--- config.mk ---
export PLATFORM = sky130hd
export DESIGN_NAME = bfr_queue
export DESIGN_NICKNAME = d
export VERILOG_FILES = /design/src/sv/bfr_pkg.sv /design/src/sv/bfr_queue.sv
export SDC_FILE = /design/constraint.sdc
export NUM_CORES = 1
export LEC_CHECK = 0
export BUFFER_PORTS_ARGS = -buffer_cell sky130_fd_sc_hd__buf_2
export CAP_MARGIN = 20
export CORE_ASPECT_RATIO = 0.8
export CORE_MARGIN = 10
export CORE_UTILIZATION = 35
export CTS_CLUSTER_SIZE = 25
export DETAILED_ROUTE_END_ITERATION = 10
export PLACE_DENSITY = 0.56
export SYNTH_ARGS = -nofsm -noshare
export SYNTH_HDL_FRONTEND = slang
export SYNTH_SLANG_ARGS = --single-unit
--- constraint.sdc ---
create_clock -name i_clk -period 3.64 [get_ports i_clk]
set_input_delay 0 -clock i_clk [delete_from_list [all_inputs] [get_ports i_clk]]
set_output_delay 0 -clock i_clk [all_outputs]
set_load 0.01 [all_outputs]
--- src/sv/bfr_pkg.sv ---
// Shared types and constants for the bilinear feature resampler.
// No dependencies.
package bfr_pkg;

    localparam int DEF_MAX_WIDTH  = 64;
    localparam int DEF_MAX_HEIGHT = 64;
    localparam int QUEUE_DEPTH    = 4;
    localparam int ACC_W          = 50;

    localparam logic CMD_WRITE   = 1'b0;
    localparam logic CMD_REQUEST = 1'b1;

    localparam logic [1:0] REG_PLANE_WIDTH  = 2'd0;
    localparam logic [1:0] REG_PLANE_HEIGHT = 2'd1;
    localparam logic [1:0] REG_INV_FACTOR   = 2'd2;
    localparam logic [1:0] REG_PASSTHROUGH  = 2'd3;

    localparam logic [6:0]  RST_PLANE_WIDTH  = 7'd64;
    localparam logic [6:0]  RST_PLANE_HEIGHT = 7'd64;
    localparam logic [17:0] RST_INV_FACTOR   = 18'd65536;
    localparam logic        RST_PASSTHROUGH  = 1'b1;

    // plane size after clamping to the store limits
    typedef struct packed {
        logic [6:0] w;
        logic [6:0] h;
    } t_geom;

    // classified request, as held in the queue
    typedef struct packed {
        logic        cmd;
        logic        oor;
        logic [6:0]  xi;
        logic [6:0]  yi;
        logic [15:0] fx;
        logic [15:0] fy;
        logic [11:0] addr;
        logic [15:0] sample;
    } t_item;

endpackage

--- src/sv/bfr_queue.sv ---
// Short request queue between front and back end.
// Depends on bfr_pkg.
module bfr_queue
    import bfr_pkg::*;
(
    input  logic  i_clk,
    input  logic  i_rst_n,
    input  logic  i_push,
    input  t_item i_item,
    output logic  o_full,
    input  logic  i_pop,
    output logic  o_valid,
    output t_item o_item
);

    localparam int PW = $clog2(QUEUE_DEPTH);

    t_item         r_slot [QUEUE_DEPTH];
    logic [PW-1:0] r_wr_ptr;
    logic [PW-1:0] r_rd_ptr;
    logic [PW:0]   r_count;

    assign o_full  = (r_count == (PW+1)'(QUEUE_DEPTH));
    assign o_valid = (r_count != '0);
    assign o_item  = r_slot[r_rd_ptr];

    always_ff @(posedge i_clk) begin
        if (!i_rst_n) begin
            r_wr_ptr <= '0;
            r_rd_ptr <= '0;
            r_count  <= '0;
        end else begin
            if (i_push) begin
                r_wr_ptr <= r_wr_ptr + 1'b1;
            end
            if (i_pop) begin
                r_rd_ptr <= r_rd_ptr + 1'b1;
            end
            if (i_push && !i_pop) begin
                r_count <= r_count + 1'b1;
            end else if (!i_push && i_pop) begin
                r_count <= r_count - 1'b1;
            end
        end
    end

    always_ff @(posedge i_clk) begin
        if (i_push) begin
            r_slot[r_wr_ptr] <= i_item;
        end
    end

endmodule

# ---- Word-level counts from Yosys, hierarchy flattened
# Memories as Yosys holds them, arrays and structs flattened. A register that Yosys moved wholly into a read port is not among the register bits.
# Index checks and enable logic that the tools add are counted.
dict set report totals {
  register_bits 7
  ram_bits 304
  inputBits 80
  output_inout_bits 78
  wordCells 21
  n_memories 1
}
# memory words word_bits read_ports rd_ports_with_merged_regs write_ports line
set mem_list {}
lappend mem_list {r_slot 4 76 1 1 1 bfr_queue.sv:18} ;# t_item r_slot [QUEUE_DEPTH];
dict set report op_classes {
  n_addsub 4
  n_eq_ne 1
  n_mux 6
  reduce_logical 6
}
# cell count
set op_table {}
lappend op_table {{$mux 3} 2}
lappend op_table {{$add 2x1->2 const B} 2}
lappend op_table {{$mux 2} 2}
lappend op_table {{$add 3x1->3 const B} 1}
lappend op_table {{$eq 3x3->1 const B} 1}
lappend op_table {{$reduce_bool 3->1} 1}
lappend op_table {{$sub 3x1->3 const B} 1}
lappend op_table {{$logic_and 1x1->1} 2}
lappend op_table {{$logic_not 1->1} 2}
lappend op_table {{$mux 1} 2}
lappend op_table {{$reduce_bool 2->1} 1}

# ---- Longest topological paths before layout
dict set report logic_depth {
  depth_word 4
  depth_mapped 7
  mapped_depth_nobuf 7
}

# ---- Least setup slack after synthesis
# OpenSTA, ideal clock, no wires.
dict set report synth_path {
  path_type {register to register}
  start {register r_wr_ptr[0]}
  end {memory r_slot[0][0] in the netlist's numbering (enable)}
  setup_time_ps 442
  t_arrival_ps 2315
  t_required_ps 3198
  path_slack_ps 883
  stages_incl_launch_ff 4
  n_path_buf 0
  period_less_slack_ps 2757
  path_cell_list {dfxtp_1 inv_1 ha_1 and2_1}
}
# item line
set synth_rtl {}
lappend synth_rtl {{from (decl)} bfr_queue.sv:19} ;# logic [PW-1:0] r_wr_ptr;
lappend synth_rtl {{from (signal assigned)} bfr_queue.sv:34} ;# r_wr_ptr <= r_wr_ptr + 1'b1;
lappend synth_rtl {{to (decl)} bfr_queue.sv:18}
# No word-level cell before the write port.

==> impl_metrics.toml <==
[worst_setup_path]
cp_cell_sequence = "buf_4 > mux4_2 > buf_2"
critPathKind = "reg2out"
cp.required_ns = 3.64
slowest_stage = "dfxtp_4"
startpoint_type = "flop"
cp_max_fo = 25
crit_path_end_kind = "output pin"
crit_arrival_ns = 2.37
slowest_delay_ns = 0.69
cp_num_buf_inv = 2
critPathTopFamily = "flip-flops"

[min_path]
hold_path_class = "in2reg"

[placed_design]
port_buffers = 157
gp_congestion = 0.678
dp.cells = 1021
hpwl_um = 14800

[yosys]
synth_edf_count = 304
synthCells = 440
async_flop_share = 0
ys_warn_count = 0
netlist_area_sq_um = 11500
synth_cell_types = 21
synth_ff_type = "edfxtp_1"
ys_seq_area_frac = 0.812
syn_avg_cell_area_sq_um = 26.0
syn-num-nets = 526
ys_ff_latch = 313

[timing]
relSlewSlack = 0.391
hold_violations = 0
worst_pin_slew_ns = 0.914
fmax_mhz = 423
rsz0062_at_grt = "no"
period_share = 0.650
clock_skew_ns = 0.0192
slew_viol_final = 0
setup_tns_ns = 0
setup_viol = 0
layout_min_cycle_time_ns = 2.37

[power_and_ir_drop]
clkPwrFrac = 0.393
p_int_mw = 6.51
switching_share = 0.214
p_leak_nw = 4.96
cellPowerDensity_nw_per_um2 = 569
sequentialPowerShare = 0.508
p_switching_mw = 1.78
p_comb_frac = 0.099
p_total_mw = 8.29
max-vdd-ir-drop_mv = 0.341

[run]
maxCapViolations = 0

[clock_tree]
cts.sinks = 313
insertion_delay_ns = 0.51
cts-root-buf = "clkbuf_16"
path_clk_slew_ns = 0.05
htreeDepth = 2
cts_buffers = 34
cts_tree = "done"
clock_path_buffers = 3
cts_resized = 0

[global_route]
grt.overflow.total = 0
grt_pass1_wl_um = 37100
grt_max_degree = 55
antenna_found_initial = 0
grtUsageTotal = 0.118
first_global_vias = 6224

[finish]
diodes = 0
mostFrequentLayoutCells = "edfxtp_1, buf_2, dlygate4sd3_1"
nets = 796
final_common_cell = "edfxtp_1"
drive_gt1_frac = 0.406
fin_cells = 1158
area_growth_pct = 27.3

[floorplan]
die_w_um = 222
row_count = 59
initial_core_util = 0.354
design.core.area_sq_um = 32400
die_h_um = 182
ios = 158
die-area_sq_um = 40400

[routing]
wl_per_cell_um = 20.7
wl_met2_um = 11700
drt_iter0_drc = 383
ant_nets = 0
highest_layer = "met4"
drcViolationCount = 0
vias = 5471
first_pass_iters = 4
met3_length_um = 1700
drt_wl_total_um = 24000
met1Wirelength_um = 10200
vias_per_cell = 4.72

[status]
status = "finished, final reports clean"
worst register-to-register path: stages, from the launching register on:
cell and delay, ns:
dfxtp_1 0.34, inv_1 0.08, ha_1 0.17, and2_4 0.73, buf_4 0.40
kinds of logic (layout without fill, tap and decap cells):
family,after synthesis,after routing,synth area share
DFF,313,313,0.812
muxes,78,78,0.151
buffers and inverters,21,312,0.0162
and+or+nand+nor,15,15,0.00808
adders and majority gates,6,6,0.00721
xor gates and xnor gates,5,5,0.00382
AOI/OAI and AO/OA,2,2,0.00109
per-layer routing:
metal  track usage  vias to the layer above
met5             0                        -
met3        0.0366                       36
met1         0.151                     2865
li1              -                     2424
met4        0.0350                        0
met2         0.191                      146
what timing repair did:
item                      in CTS  in global routing
buffers inserted               0                  0
hold endpoints to repair     313                  0
hold buffers                  80                  0
flip-flops by register name (all words and copies together) (netlist names), named ones only:
register / flops
r_count: 3
r_rd_ptr: 2
r_slot: 304
r_wr_ptr: 2
per-stage QoR:
| stage | area, sq um | hold slack, ns | setup WS, ns | util |
|---|---|---|---|---|
| after global placement | 12700 | 0.210 | 1.59 | 0.393 |
| after CTS | 14600 | 0.213 | 1.15 | 0.450 |
| after global routing | 14600 | 0.234 | 1.04 | 0.450 |
| after detailed placement | 12700 | 0.220 | 1.52 | 0.393 |
| final | 14600 | 0.246 | 1.27 | 0.450 |
| after floorplan | 11500 | 0.0989 | 0.883 | - |
cell type report:
| cell class | instances | area [sq um] |
|---|---|---|
| inverters | 4 | 15.0 |
| well taps | 427 | 534 |
| fillers | 2754 | 17800 |
| repair buffers | 251 | 1690 |
| flip-flops and latches | 313 | 9320 |
| clock buffers | 43 | 906 |
| multi-input cells | 106 | 1970 |
| clock inverters | 14 | 149 |
path summary, 6_finish.rpt:
| path | start | endpoint | slack (ns) | cells after the start |
|---|---|---|---|---|
| setup / recovery | flop | o_item[14] | 1.27 | 3 |
| hold / removal | i_item[67] | r_slot[0][67]$_DFFE_PP_ | 0.25 | 2 |
| setup reg to reg | r_wr_ptr[1]$_SDFFE_PN0P_ | r_slot[1][11]$_DFFE_PP_ | 1.59 | 4 |
| hold reg to reg | r_count[2]$_SDFFE_PN0P_ | r_count[2]$_SDFFE_PN0P_ | 0.54 | 2 |
synth_stat cells (2+ instances only):
library cell,instances,share of area
buf_1,3,0.00098
buf_12,5,0.0087
buf_2,5,0.0022
or3_1,2,0.0011
dfxtp_1,9,0.016
and2_1,9,0.0049
inv_1,4,0.0013
xor2_1,3,0.0023
edfxtp_1,304,0.80
ha_1,5,0.0055
mux2i_1,2,0.0017
nor2b_1,2,0.0011
buf_4,3,0.0020
xnor2_1,2,0.0015
mux4_2,76,0.15
power groups by stage:
stage | logic [mW] | registers [mW] | clock network [mW]
floorplan | 0.477 | 4.25 | 0
global placement | 0.758 | 4.28 | 0
detailed placement | 0.775 | 4.30 | 0
CTS | 0.847 | 4.22 | 3.37
global route | 0.895 | 4.23 | 3.52
finish | 0.819 | 4.22 | 3.26
Note: power is estimated with default switching activity, not from simulation.
