[src/sv/bfr_pkg.sv]
// Shared types and constants for the bilinear feature resampler.
// No dependencies.
package bfr_pkg;

    localparam int DEF_MAX_WIDTH  = 64;
    localparam int DEF_MAX_HEIGHT = 64;
    localparam int QUEUE_DEPTH    = 4;
    localparam int ACC_W          = 50;

    localparam logic CMD_WRITE   = 1'b0;
    localparam logic CMD_REQUEST = 1'b1;

    localparam logic [1:0] REG_PLANE_WIDTH  = 2'd0;
    localparam logic [1:0] REG_PLANE_HEIGHT = 2'd1;
    localparam logic [1:0] REG_INV_FACTOR   = 2'd2;
    localparam logic [1:0] REG_PASSTHROUGH  = 2'd3;

    localparam logic [6:0]  RST_PLANE_WIDTH  = 7'd64;
    localparam logic [6:0]  RST_PLANE_HEIGHT = 7'd64;
    localparam logic [17:0] RST_INV_FACTOR   = 18'd65536;
    localparam logic        RST_PASSTHROUGH  = 1'b1;

    // plane size after clamping to the store limits
    typedef struct packed {
        logic [6:0] w;
        logic [6:0] h;
    } t_geom;

    // classified request, as held in the queue
    typedef struct packed {
        logic        cmd;
        logic        oor;
        logic [6:0]  xi;
        logic [6:0]  yi;
        logic [15:0] fx;
        logic [15:0] fy;
        logic [11:0] addr;
        logic [15:0] sample;
    } t_item;

endpackage

[src/sv/bfr_front.sv]
// Front end: maps a request to source coordinates and flags points outside the plane.
// Depends on bfr_pkg.
module bfr_front
    import bfr_pkg::*;
(
    input  logic        i_command,
    input  logic [11:0] i_address,
    input  logic [15:0] i_sample,
    input  logic [5:0]  i_row,
    input  logic [5:0]  i_col,
    input  t_geom       i_geom,
    input  logic [17:0] i_inv_factor,
    input  logic        i_passthrough,
    output t_item       o_item
);

    logic [23:0] xp;
    logic [23:0] yp;
    logic [7:0]  xi;
    logic [7:0]  yi;
    logic [15:0] fx;
    logic [15:0] fy;

    always_comb begin
        xp = 24'(i_col) * 24'(i_inv_factor);
        yp = 24'(i_row) * 24'(i_inv_factor);
        if (i_passthrough) begin
            // copy mode is the blend with zero fractions
            xi = 8'(i_col);
            yi = 8'(i_row);
            fx = '0;
            fy = '0;
        end else begin
            xi = xp[23:16];
            yi = yp[23:16];
            fx = xp[15:0];
            fy = yp[15:0];
        end
        o_item.cmd    = i_command;
        o_item.oor    = !((xi < 8'(i_geom.w)) && (yi < 8'(i_geom.h)));
        o_item.xi     = xi[6:0];
        o_item.yi     = yi[6:0];
        o_item.fx     = fx;
        o_item.fy     = fy;
        o_item.addr   = i_address;
        o_item.sample = i_sample;
    end

endmodule

[config.mk]
export PLATFORM = sky130hd
export DESIGN_NAME = bfr_front
export DESIGN_NICKNAME = d
export VERILOG_FILES = /design/src/sv/bfr_pkg.sv /design/src/sv/bfr_front.sv
export SDC_FILE = /design/constraint.sdc
export NUM_CORES = 1
export LEC_CHECK = 0
export ABC_AREA = 0
export BUFFER_PORTS_ARGS = -buffer_cell sky130_fd_sc_hd__buf_4
export CAP_MARGIN = 15
export CORE_MARGIN = 2
export CORE_UTILIZATION = 52
export DETAILED_ROUTE_END_ITERATION = 16
export PLACE_DENSITY = 0.77
export SYNTH_ARGS = -nofsm -noshare
export SYNTH_HDL_FRONTEND = slang
export SYNTH_SLANG_ARGS = --single-unit
export TNS_END_PERCENT = 10
[constraint.sdc]
create_clock -name vclk -period 4.9
set_input_delay 0.245 -clock vclk [all_inputs]
set_output_delay 0.245 -clock vclk [all_outputs]
set_load 0.05 [all_outputs]
* Yosys cells after proc, flatten, opt, wreduce, memory -nomap -nowiden
Index checks and enable logic that the tools add are counted.
** Word-level totals
- Register bits after elaboration :: 0
- Bits of input ports :: 74
- Logic and storage cells :: 10
** Operators by class
- Multipliers :: 2
- Magnitude comparators :: 2
- Mux-type cells :: 4
- Reduce and logical (&&, ||, !) cells :: 2
** Operator list (count)
- 6-bit by 18-bit multiplier with 24-bit output :: 2
- 16-bit two-way mux :: 2
- 8-bit by 7-bit less-than comparator with 1-bit output :: 2
- 8-bit two-way mux :: 2
- 1-bit logical AND :: 1
- 1-bit zero test :: 1

* Longest topological paths before layout
Gate-level depths: netlist of the first run.
- Depth after elaboration :: 5
- Gate-level depth with buffers :: 24
- Gate-level depth less buffers :: 23

* Worst setup path after synthesis of the first run
OpenSTA, ideal clock, no wires.
- Path kind :: input -> output
- From :: in i_col[0]
- To :: out o_item[74] (netlist bit)
- Arrival time :: 6.650 ns
- Required time :: 4.655 ns
- Setup slack :: -1.995 ns
- Stages on the path :: 22
- Cell sequence :: clkbuf_1 > clkbuf_1 > and2_1 > fa_1 > fa_1 > inv_1 > fa_1 > inv_1 > ha_1 > and3_1 > a211oi_1 > a211oi_1 > nor3_1 > o31ai_1 > xnor2_1 > o21ai_0 > ha_1 > a21o_1 > a221oi_1 > o2111ai_1 > nand2_1 > nand4_1
** RTL lines
- start, declared :: line bfr_front.sv:10 : input logic [5:0] i_col,
- end, declared :: line bfr_front.sv:14 : output t_item o_item

==> summary.txt, run 1 <==
status - finished with violations
failing checks - negative setup slack
clk_buf instances - 0
Max Clk Rate - 181 MHz
Port Buffer Count - 92
unrepaired setup endpoints after global routing - yes
pre-CTS setup slack - -0.774 ns
Ys Warns - 0
die width - 125 µm
VDD IR max - 0.367 mV
hold_buf cts - 0
share of layout cells above drive strength 1 - 29.2%
Total Power - 4.27 mW
Initial Util - 52.9%
min Tclk post-route - 5.54 ns
register area - 0 µm²
worst slew margin relative to its limit - 45.6%
crit-path most repeated cell - fa_1
WL per Instance - 13.2 µm
Synth cell types - 53
Setup crit end kind - output pin
CP max FO - 10
syn_nets - 1234
Setup crit start kind - input port
gr usage total - 22.2%
Layout area overhead - 28.5%
total number of vias - 6582
most frequent cells in the layout - buf_4 (231), inv_1 (197), and2_1 (187)
Iteration-0 DRC Markers - 228
Hold Path Class - in2out
part of the cycle the worst path needs - 113%
DRC violations left - 0
largest net degree at the start of global routing - 63
I/O pin total - 150
fill count - 1183
final hold viol count - 0
seq_cells - 0
mean post-synth cell area - 8.03 µm²
initial antenna violation count - 0
Final ANT Viol Nets - 0
Critical Path AT - 5.29 ns
core footprint - 14500 µm²
Post-Syn Area - 7660 µm²
sequential fraction of the synthesis area - 0%
commonest non-fill, non-tap cell in the layout - buf_4
Crit path largest cell delay - 0.55 ns
Final Max Slew Viols - 0
first-pass GRT wire length - 30200 µm
setup ws final - -0.638 ns
CP required - 4.66 ns
vias in the first global route - 7045
DP HPWL - 14600 µm
PwrDens - 434 nW/µm²
area of the multi-input gates - 7040 µm²
max_cap viols - 0
global route overflow - 0
leakage power figure - 5.09 nW
crit path buf inv count - 5
CP max stage cell - fa_1
row count - 44
Final setup viols - 1
Routed Wire Length - 17200 µm
nets@finish - 1407
die area - 15700 µm²
Ant. Diodes - 0
WS Path Type - in2out
Final Wtd Congestion - 0.854
Vias/cell - 5.03
Post-Syn Instances - 954
Crit path max-delay family - adder cells
DR pass1 iterations - 4
Die Ht - 125 µm
Least-Margin Pin Slew - 0.816 ns
## final timing paths
path / startpoint / end / slack [ns] / cells after the start
setup / recovery: i_row[1] / o_item[74] / -0.64 / 25
hold / removal: i_sample[14] / o_item[14] / 0.49 / 0
## per-stage QoR
stage	util, %	cell area (µm²)	hold slack (ns)	cells	TNS, ns
finish	68.0	9850	0.490	1309	-0.638
global route	68.0	9850	0.490	1309	-0.870
floorplan	-	8050	0.657	954	-0.668
detailed placement	66.4	9610	0.490	1302	-0.774
global placement	66.4	9610	0.490	1302	-0.653
CTS	67.4	9760	0.490	1309	-0.747
## what timing repair did
item,4_1_cts,5_1_grt
setup endpoints to repair,1,9
endpoints found under the hold margin,0,0
gates resized for setup,23,20
pin swaps,26,18
buffers inserted,7,0
## report_power, final
| part | total (mW) | internal, mW | switching (mW) |
|---|---|---|---|
| sequential | 0 | 0 | 0 |
| clock | 0 | 0 | 0 |
| combinational | 4.27 | 1.93 | 2.35 |
| total | 4.27 | 1.93 | 2.35 |
## synth_stat cells (6+ instances only)
| cell | n | share of area [%] |
|---|---|---|
| clkbuf_1 | 36 | 1.8 |
| xor2_1 | 12 | 1.4 |
| nand3_1 | 6 | 0.39 |
| inv_1 | 201 | 9.8 |
| nand2b_1 | 6 | 0.49 |
| nor2_1 | 39 | 1.9 |
| o21bai_1 | 6 | 0.59 |
| a211oi_1 | 8 | 0.78 |
| nor2b_1 | 12 | 0.98 |
| nor3_1 | 10 | 0.65 |
| a21oi_1 | 27 | 1.8 |
| xnor2_1 | 17 | 1.9 |
| nand2_1 | 46 | 2.3 |
| ha_1 | 76 | 12 |
| fa_1 | 130 | 34 |
| a21o_1 | 10 | 0.98 |
| buf_4 | 31 | 3.0 |
| o21ai_0 | 22 | 1.4 |
| and2_1 | 197 | 16 |
## layout make-up
cell class / count / area share [%]
inverters: 201 / 7.66
multi-input cells: 686 / 71.5
well taps: 184 / 2.34
repair buffers: 238 / 18.5
## cell families (layout without fill, tap and decap cells)
| kind of cell | count (synthesis) | count (layout) | synth area share, % |
|---|---|---|---|
| AO/OA/AOI/OAI | 113 | 113 | 10.7 |
| buffers and inverters | 268 | 439 | 14.6 |
| adder cells (fa/ha/maj) | 206 | 206 | 46.4 |
| AND/OR/NAND/NOR | 335 | 335 | 24.5 |
| multiplexers | 3 | 3 | 0.424 |
| XOR/XNOR | 29 | 29 | 3.31 |
## per-layer routing
layer	GRT usage (%)	wire length [µm]	vias up
met5	0	0	-
met4	3.53	277	0
met3	0.984	459	22
met2	43.3	9120	107
met1	27.6	7380	3230
li1	-	-	3223
No activity file was read; power rests on OpenSTA's default activity.
==> inputs of run 2 (changes only) <==
- BUFFER_PORTS_ARGS: -buffer_cell sky130_fd_sc_hd__buf_4 -> -buffer_cell sky130_fd_sc_hd__buf_2
- MAX_ROUTING_LAYER: unset -> met4
==> run 2 against run 1 <==
The run still ends with negative setup slack left; critical path depth unchanged; total power decreased by 3.3%; critical endpoint unchanged; flip-flop and latch count unchanged; non-clock buffer count decreased by 8; sequential share of layout area unchanged; via count increased by 0.12%; clock-buffer cell count unchanged; hold slack about the same; first-iteration DRC count decreased by 11%; final cell count decreased by 0.61%.
==> summary.txt, run 2 (synthesis gave the netlist of run 1 again) <==
die width - 125 µm
register area - 0 µm²
failing checks - negative setup slack
Least-Margin Pin Slew - 0.534 ns
hold_buf cts - 0
total number of vias - 6590
final hold viol count - 0
Total Power - 4.13 mW
Setup crit end kind - output pin
leakage power figure - 5.02 nW
Vias/cell - 5.07
worst slew margin relative to its limit - 64.1%
Worst setup startpoint - i_inv_factor[3]
Port Buffer Count - 92
Routed Wire Length - 17500 µm
min Tclk post-route - 5.58 ns
Ant. Diodes - 0
setup ws final - -0.683 ns
placed instance area - 9330 µm²
nets@finish - 1399
Initial Util - 52.9%
seq_cells - 0
DRC violations left - 0
DP HPWL - 15100 µm
CP max FO - 7
most frequent cells in the layout - inv_1 (197), and2_1 (186), buf_4 (144)
gr usage total - 23.0%
Setup crit start kind - input port
placed insts - 1295
row count - 44
PwrDens - 430 nW/µm²
Iteration-0 DRC Markers - 202
WS Path Type - in2out
global route overflow - 0
max_cap viols - 0
Fin Hold WS - 0.490 ns
Hold Crit Start - i_sample[6]
part of the cycle the worst path needs - 114%
CP required - 4.66 ns
I/O pin total - 150
first-pass GRT wire length - 30100 µm
unrepaired setup endpoints after global routing - yes
clk_buf instances - 0
Final Wtd Congestion - 0.868
core footprint - 14500 µm²
VDD IR max - 0.408 mV
WL per Instance - 13.4 µm
Max Clk Rate - 179 MHz
Final setup viols - 1
Post-Layout Cell Count - 1301
status - finished with violations
design area - 9610 µm²
core utilization of the finished layout - 66.4%
die area - 15700 µm²
Layout area overhead - 25.5%
commonest non-fill, non-tap cell in the layout - inv_1
initial antenna violation count - 0
Critical Path AT - 5.34 ns
DR pass1 iterations - 4
Hold Path Class - in2out
Final Max Slew Viols - 0
Die Ht - 125 µm
vias in the first global route - 6961
largest net degree at the start of global routing - 36
Final ANT Viol Nets - 0
share of layout cells above drive strength 1 - 28.9%
==> run 2: metal layers <==
metal,vias to the layer above,track usage [%],share of wire [%]
li1,3203,-,-
met3,26,1.07,3.2
met4,0,3.40,1.6
met2,127,43.4,54
met5,-,-,0
met1,3234,27.9,41
==> run 2: worst max-delay path, cell delays in order <==
cell and delay, ns:
clkbuf_4 0.16, buf_6 0.14, and2_1 0.16, fa_1 0.51, fa_1 0.54, inv_1 0.05
fa_1 0.47, inv_1 0.06, ha_4 0.25, buf_4 0.14, and3_4 0.18, a211oi_4 0.30
a21oi_2 0.11, a31o_2 0.27, a31oi_1 0.16, xor2_1 0.26, o21ai_4 0.10, ha_1 0.23
nor2_1 0.10, nand3_1 0.12, nor3b_1 0.23, nor3_1 0.09, o31ai_2 0.10, nand4_1 0.17
buf_6 0.19
==> run 2: layout make-up <==
type,count,area [µm²]
Inverter,201,754
Tap cell,184,230
Multi-Input combinational cell,686,7050
Timing Repair Buffer,230,1580
Fill cell,1203,4860
==> run 2: repair_timing <==
action,CTS,global route
gates cloned,0,0
pin swaps,26,35
setup buffers,2,4
resized for setup,36,30
setup endpoints to repair,1,7
==> run 2: power breakdown <==
group	internal, mW	leakage [nW]	total (mW)	switching [mW]
logic	1.77	5.02	4.13	2.36
registers	0	0	0	0
clock network	0	0	0	0
==> run 2: worst paths after layout <==
kind	to	slack, ns	cells past startpoint
max	o_item[74]	-0.68	25
min	o_item[6]	0.49	0
==> run 2: stage by stage <==
step                setup TNS (ns)  setup slack (ns)
floorplan                   -0.668            -0.668
global placement            -0.663            -0.663
detailed placement          -0.731            -0.731
CTS                         -0.687            -0.687
global route                -0.907            -0.907
finish                      -0.683            -0.683
